==> config.mk <==
export PLATFORM = sky130hd
export DESIGN_NAME = rhht_control
export DESIGN_NICKNAME = d
export VERILOG_FILES = /design/src/hw/rtl/rhht_pkg.sv /design/src/hw/rtl/rhht_control.sv
export SDC_FILE = /design/constraint.sdc
export NUM_CORES = 1
export LEC_CHECK = 0
export BUFFER_PORTS_ARGS = -buffer_cell sky130_fd_sc_hd__buf_2
export CORE_UTILIZATION = 43
export CTS_CLUSTER_SIZE = 16
export DETAILED_ROUTE_END_ITERATION = 16
export GPL_ROUTABILITY_DRIVEN = 0
export GPL_TIMING_DRIVEN = 0
export HOLD_SLACK_MARGIN = 0.12
export PLACE_DENSITY_LB_ADDON = 0.15
export SLEW_MARGIN = 10
export SYNTH_ARGS = -nofsm -noshare
export SYNTH_HDL_FRONTEND = slang
export SYNTH_SLANG_ARGS = --single-unit
export TNS_END_PERCENT = 50
==> constraint.sdc <==
create_clock -name clock -period 6.21 [get_ports clock]
set_input_delay 0.621 -clock clock [delete_from_list [all_inputs] [get_ports clock]]
set_output_delay 0.621 -clock clock [all_outputs]
set_load 0.005 [all_outputs]
==> src/hw/rtl/rhht_pkg.sv <==
// Package for the Robin Hood hash table unit: transaction structs, status codes
// and the controller/datapath command and status structs. No dependencies.
package rhht_pkg;

   localparam logic [1:0] ST_OK        = 2'd0;
   localparam logic [1:0] ST_NOT_FOUND = 2'd1;
   localparam logic [1:0] ST_FULL      = 2'd2;
   localparam logic [1:0] ST_INVALID   = 2'd3;

   localparam logic CMD_LOOKUP = 1'b0;
   localparam logic CMD_INSERT = 1'b1;

   typedef struct packed {
      logic        command;
      logic [31:0] key;
      logic [31:0] hash;
      logic [31:0] value;
   } req_type;

   typedef struct packed {
      logic [1:0]  status;
      logic [31:0] found_value;
      logic [9:0]  slot_index;
   } rsp_type;

   // Commands from the controller to the datapath.
   typedef struct packed {
      logic clear_step;  // write empty at clear index, advance it
      logic load;        // capture the request and set the probe start
      logic read;        // read the slot at the probe index
      logic write_carry; // write the carried entry at the probe index
      logic swap;        // carried entry takes the slot's old contents
      logic advance;     // next slot, distance plus one
      logic count_up;
   } ctl_type;

   // Status from the datapath to the controller.
   typedef struct packed {
      logic clear_done;
      logic zero_hash;
      logic half_full;
      logic is_insert;
      logic slot_empty;
      logic slot_lower;  // stored distance below the carried one
      logic slot_match;
      logic wrapped;     // this probe is the last of a full wrap
   } sts_type;

endpackage

==> src/hw/rtl/rhht_control.sv <==
// Controller of the Robin Hood hash table: clearing pass, probe sequencing and
// result strobe. Depends on rhht_pkg.
module rhht_control (
   input  logic              clock,
   input  logic              reset,
   input  logic              start,
   input  logic              cmd_insert,
   input  rhht_pkg::sts_type sts,
   input  logic [31:0]       rd_value,
   input  logic [9:0]        probe_slot,
   input  logic [9:0]        landed_slot,
   output logic              busy,
   output rhht_pkg::ctl_type ctl,
   output logic              rsp_valid,
   output rhht_pkg::rsp_type rsp
);
   localparam logic [2:0] S_CLEAR = 3'd0;
   localparam logic [2:0] S_IDLE  = 3'd1;
   localparam logic [2:0] S_READ  = 3'd2;
   localparam logic [2:0] S_EVAL  = 3'd3;
   localparam logic [2:0] S_DONE  = 3'd4;

   logic [2:0] state_ff, state_in;
   logic rsp_valid_ff, rsp_valid_in;
   rhht_pkg::rsp_type rsp_ff, rsp_in;

   always_comb begin
      state_in     = state_ff;
      rsp_valid_in = 1'b0;
      rsp_in       = rsp_ff;
      ctl          = '0;
      case (state_ff)
         S_CLEAR: begin
            if (sts.clear_done) state_in = S_IDLE;
            else ctl.clear_step = 1'b1;
         end
         S_IDLE: begin
            if (start) begin
               ctl.load = 1'b1;
               if (sts.zero_hash) begin
                  rsp_valid_in = 1'b1;
                  rsp_in = '{rhht_pkg::ST_INVALID, 32'd0, 10'd0};
               end else if (cmd_insert == rhht_pkg::CMD_INSERT && sts.half_full) begin
                  rsp_valid_in = 1'b1;
                  rsp_in = '{rhht_pkg::ST_FULL, 32'd0, 10'd0};
               end else begin
                  state_in = S_READ;
               end
            end
         end
         S_READ: begin
            ctl.read = 1'b1;
            state_in = S_EVAL;
         end
         S_EVAL: begin
            if (sts.is_insert) begin
               if (sts.slot_empty) begin
                  ctl.write_carry = 1'b1;
                  ctl.count_up    = 1'b1;
                  state_in        = S_DONE;
               end else begin
                  // A carried entry farther from its home slot takes the slot; probing continues.
                  if (sts.slot_lower) begin
                     ctl.write_carry = 1'b1;
                     ctl.swap        = 1'b1;
                  end
                  ctl.advance = 1'b1;
                  state_in    = S_READ;
               end
            end else begin
               if (sts.slot_empty || sts.slot_lower) begin
                  rsp_valid_in = 1'b1;
                  rsp_in = '{rhht_pkg::ST_NOT_FOUND, 32'd0, 10'd0};
                  state_in = S_IDLE;
               end else if (sts.slot_match) begin
                  rsp_valid_in = 1'b1;
                  rsp_in = '{rhht_pkg::ST_OK, rd_value, probe_slot};
                  state_in = S_IDLE;
               end else if (sts.wrapped) begin
                  rsp_valid_in = 1'b1;
                  rsp_in = '{rhht_pkg::ST_NOT_FOUND, 32'd0, 10'd0};
                  state_in = S_IDLE;
               end else begin
                  ctl.advance = 1'b1;
                  state_in    = S_READ;
               end
            end
         end
         S_DONE: begin
            rsp_valid_in = 1'b1;
            rsp_in = '{rhht_pkg::ST_OK, 32'd0, landed_slot};
            state_in = S_IDLE;
         end
         default: state_in = S_CLEAR;
      endcase
   end

   always_ff @(posedge clock) begin
      if (reset) begin
         state_ff     <= S_CLEAR;
         rsp_valid_ff <= 1'b0;
      end else begin
         state_ff     <= state_in;
         rsp_valid_ff <= rsp_valid_in;
      end
      rsp_ff <= rsp_in;
   end

   assign busy      = (state_ff != S_IDLE);
   assign rsp_valid = rsp_valid_ff;
   assign rsp       = rsp_ff;
endmodule

Word level (Yosys, flattened, before mapping) --
Index checks and enable logic that the tools add are counted.
Word-level totals: input bits 64, word-level logic and storage cells 65, register bits after elaboration 48, output and inout port bits 53
Cells by class: reductions and logical operators 6, eq/ne operators 12, mux-type cells 42
Operators by type and width (number):
- $mux 44 | 7
- $pmux 44 s3 | 1
- $mux 1 | 19
- $mux 3 | 6
- $pmux 3 s5 | 1
- $mux 2 | 6
- $ne 2x2->1 const B | 5
- $eq 3x2->1 const B | 2
- $reduce_and 5->1 | 1
- $mux 4 | 1
- $ne 4x4->1 const B | 1
- $reduce_and 4->1 | 1
- $eq 3x1->1 const B | 1
- $eq 3x3->1 const B | 1
- $logic_not 3->1 | 1
- $ne 3x1->1 const B | 1
- $ne 3x3->1 const B | 1
- $pmux 1 s3 | 1
- $reduce_bool 3->1 | 1
- $logic_and 1x1->1 | 1
- $logic_or 1x1->1 | 1

Longest topological paths before layout --
word-level depth 5, mapped depth 6, gate-level depth less buffers 3

Worst setup path before layout --
OpenSTA, ideal clock, no wires.
kind input to register, start point input sts[3] (netlist name), end point register rsp_ff (netlist bit rsp[0]) (enable), arrival 1.886 ns, stages on the path 3, required time 5.651 ns, buffers on the path 0, library setup time 0.559 ns, setup slack 3.766 ns, path through nor4_1 -> or3_1 -> nand2_1
On the way: longest elaborated chain between the ends 3
RTL lines:
- from (decl) | line rhht_control.sv:8 | input rhht_pkg::sts_type sts,
- $logic_or 1x1->1 | line rhht_control.sv:71 | if (sts.slot_empty || sts.slot_lower) begin
- $ne 4x4->1 (no source line)
- $reduce_and 5->1 (no source line)
- to (signal assigned) | line rhht_control.sv:106 | rsp_ff <= rsp_in;
- to (decl) | line rhht_control.sv:25 | rhht_pkg::rsp_type rsp_ff, rsp_in;
No other way between the ends. A chain may end at the register's enable or synchronous reset.

==> run metrics <==
status=finished clean; # diodes=0; Worst Tran Pin Value=0.457 ns; Post-Route M1 WL=1760 µm; Final Setup Violations=0; Most used DFF post-synth=edfxtp_1; boundary pin count=117; postcts setup bufs=0; Pins Over Slew Limit=0; routed length on met2=a little under 2000 µm; total power=673 µW; worst setup path class=in2out; largest net degree at the start of global routing=28; Post-synth EDFFs=between 40 and 50; worst-path maximum fanout=4; post-route ant nets=0; area grow syn2layout=39.4%; CTS clk-pin slew, worst paths=0.08 ns; Die ar.=0.00485 mm²; Required @ worst endpoint=5.59 ns; PortBufs=116; CTS H-tree depth=2; final hold viol count=0; first-pass GRT wire length=6200 µm; Period minus WS final=2.13 ns; top post-synthesis cells by area=edfxtp_1 (67%), and2_1 (10%), a22o_1 (4.5%); CP Launch Type=input pin; antenna violations before repair=0; warning count from the yosys run=0; total track usage=0.167; count of different cell masters after synthesis=28; Post-Synthesis Cells=between 100 and 150; WP data arrival=approximately 1.5 ns; Yosys reg bits=48; final period utilization=0.343; CTS buffer count=5; Initial DRC Count=111; maximum VDD drop=roughly 0.00012 V; Syn Area/Cell=approximately 15 µm²; vias in the first global route=around 1300; top post-synthesis cells by count=edfxtp_1 (44), and2_1 (32), a22o_1 (10); Num Clock Sinks=between 40 and 50; Synth top area share=0.671; Synth Net Count=197; Yosys top cell by area=edfxtp_1; Cell Pwr Density=245 mW/mm²; max frequency=0.469 GHz; Slew headroom=0.694; max-cap viol count=0; setup repair after global routing missed its margin=false; post-CTS sizing=0; DR WL met3=324 µm; Avg WL per Cell=13.0 µm; Skew-Pair Late Insertion Delay=about 0.29 ns; fill count=between 300 and 400; Pleak=0.00126 µW; via count=1485; final WL=about 4000 µm; Seq/Total Area, Yosys=0.712; Starting Density=0.449; post-route DRC violation count=0; CTS Hold Bufs=0; Longest Clk Path Bufs=2; setup_tns=0 ns; layout cells sized above 1=0.519; Final Skew=0.00434 ns; top layer in use=met4; Nets=321; Die Ht=69.7 µm; crit end category=output port; asr flop ratio synth=0; Placeable Area=0.00438 mm²; DP Wirelength=2940 µm; worst hold path type=in2reg; Root Buffer=clkbuf_8; row count=24; Post-Syn Area=0.00197 mm²; Vias/cell=roughly 4.8; first-pass iteration count of the detailed router=4; die width=69.7 µm; count leader, synth=edfxtp_1; CTS tree=yes; GRT Residual Overflow=0
## cell type report
cell class              count  area (µm²)  share of cell area
repair buffers            117         601               0.219
flip-flops and latches     48        1400               0.511
multi-input cells          77         517               0.188
clock inverters             3        37.5              0.0137
clock buffers               5        68.8              0.0251
plain buffers               8        52.6              0.0192
well taps                  52        65.1              0.0237
## cell families after synthesis
logic type / Yosys count / share of synthesized area
AND/OR/NAND/NOR: 55 / 0.172
flip-flops: 48 / 0.712
buffers and inverters: 8 / 0.0267
AO/OA/AOI/OAI: 22 / 0.0890
## through the flow
| stage | hold WS (ns) | cells | setup WS [ns] | util | area (µm²) |
|---|---|---|---|---|---|
| after floorplan | 0.571 | 133 | 3.77 | - | 1970 |
| after global placement | 0.645 | 301 | 3.14 | 0.596 | 2610 |
| after detailed placement | 0.628 | 302 | 3.99 | 0.601 | 2640 |
| after CTS | 0.533 | 310 | 4.08 | 0.626 | 2740 |
| after global routing | 0.532 | 310 | 4.01 | 0.626 | 2740 |
| final | 0.544 | 310 | 4.08 | 0.626 | 2740 |
## power by group
| group | total (µW) | internal, µW | switching [µW] |
|---|---|---|---|
| Sequential | 378 | 374 | 3.93 |
| Combinational | 79.5 | 39.6 | 39.8 |
| Clock | 215 | 117 | 97.9 |
| Total | 673 | 531 | 142 |
## worst max-delay path, cell delays in order
cell and delay (ns):
buf_2 0.12, nor4_1 0.43, o211a_1 0.22, buf_2 0.12
## flip-flops by register name, summed over array words and instances (netlist names)
register,flops
rsp_valid,1
rsp,44
state_ff,3
## path summary, 6_finish.rpt
check                                  from     endpoint  slack, ns  cells past startpoint
worst min register to register  state_ff[2]  state_ff[1]       0.66                      2
worst min-delay path                  reset    rsp_valid       0.54                      2
worst max-delay path                 sts[3]       ctl[1]       4.08                      4
worst max register to register  state_ff[0]      rsp[24]       4.22                      5
## routing by layer
metal	vias to the layer above	global-route usage
met1	671	0.225
met5	-	0
met4	0	0.0533
li1	738	-
met2	72	0.258
met3	4	0.0552
## placed cells by master (no fill, tap or decap), types with 2 or more instances in the layout
cell	synthesis	layout
nor4_1	2	2
edfxtp_1	44	44
nor3b_1	2	2
clkbuf_8	0	5
clkbuf_2	3	3
a21o_1	2	2
and2_1	32	32
dfxtp_1	4	4
a21oi_1	4	4
buf_2	3	119
buf_6	2	2
o31a_1	2	2
clkinv_1	0	2
nand2_1	3	2
nor2_1	6	6
a22o_1	10	10
(Power assumes the default switching activity.)
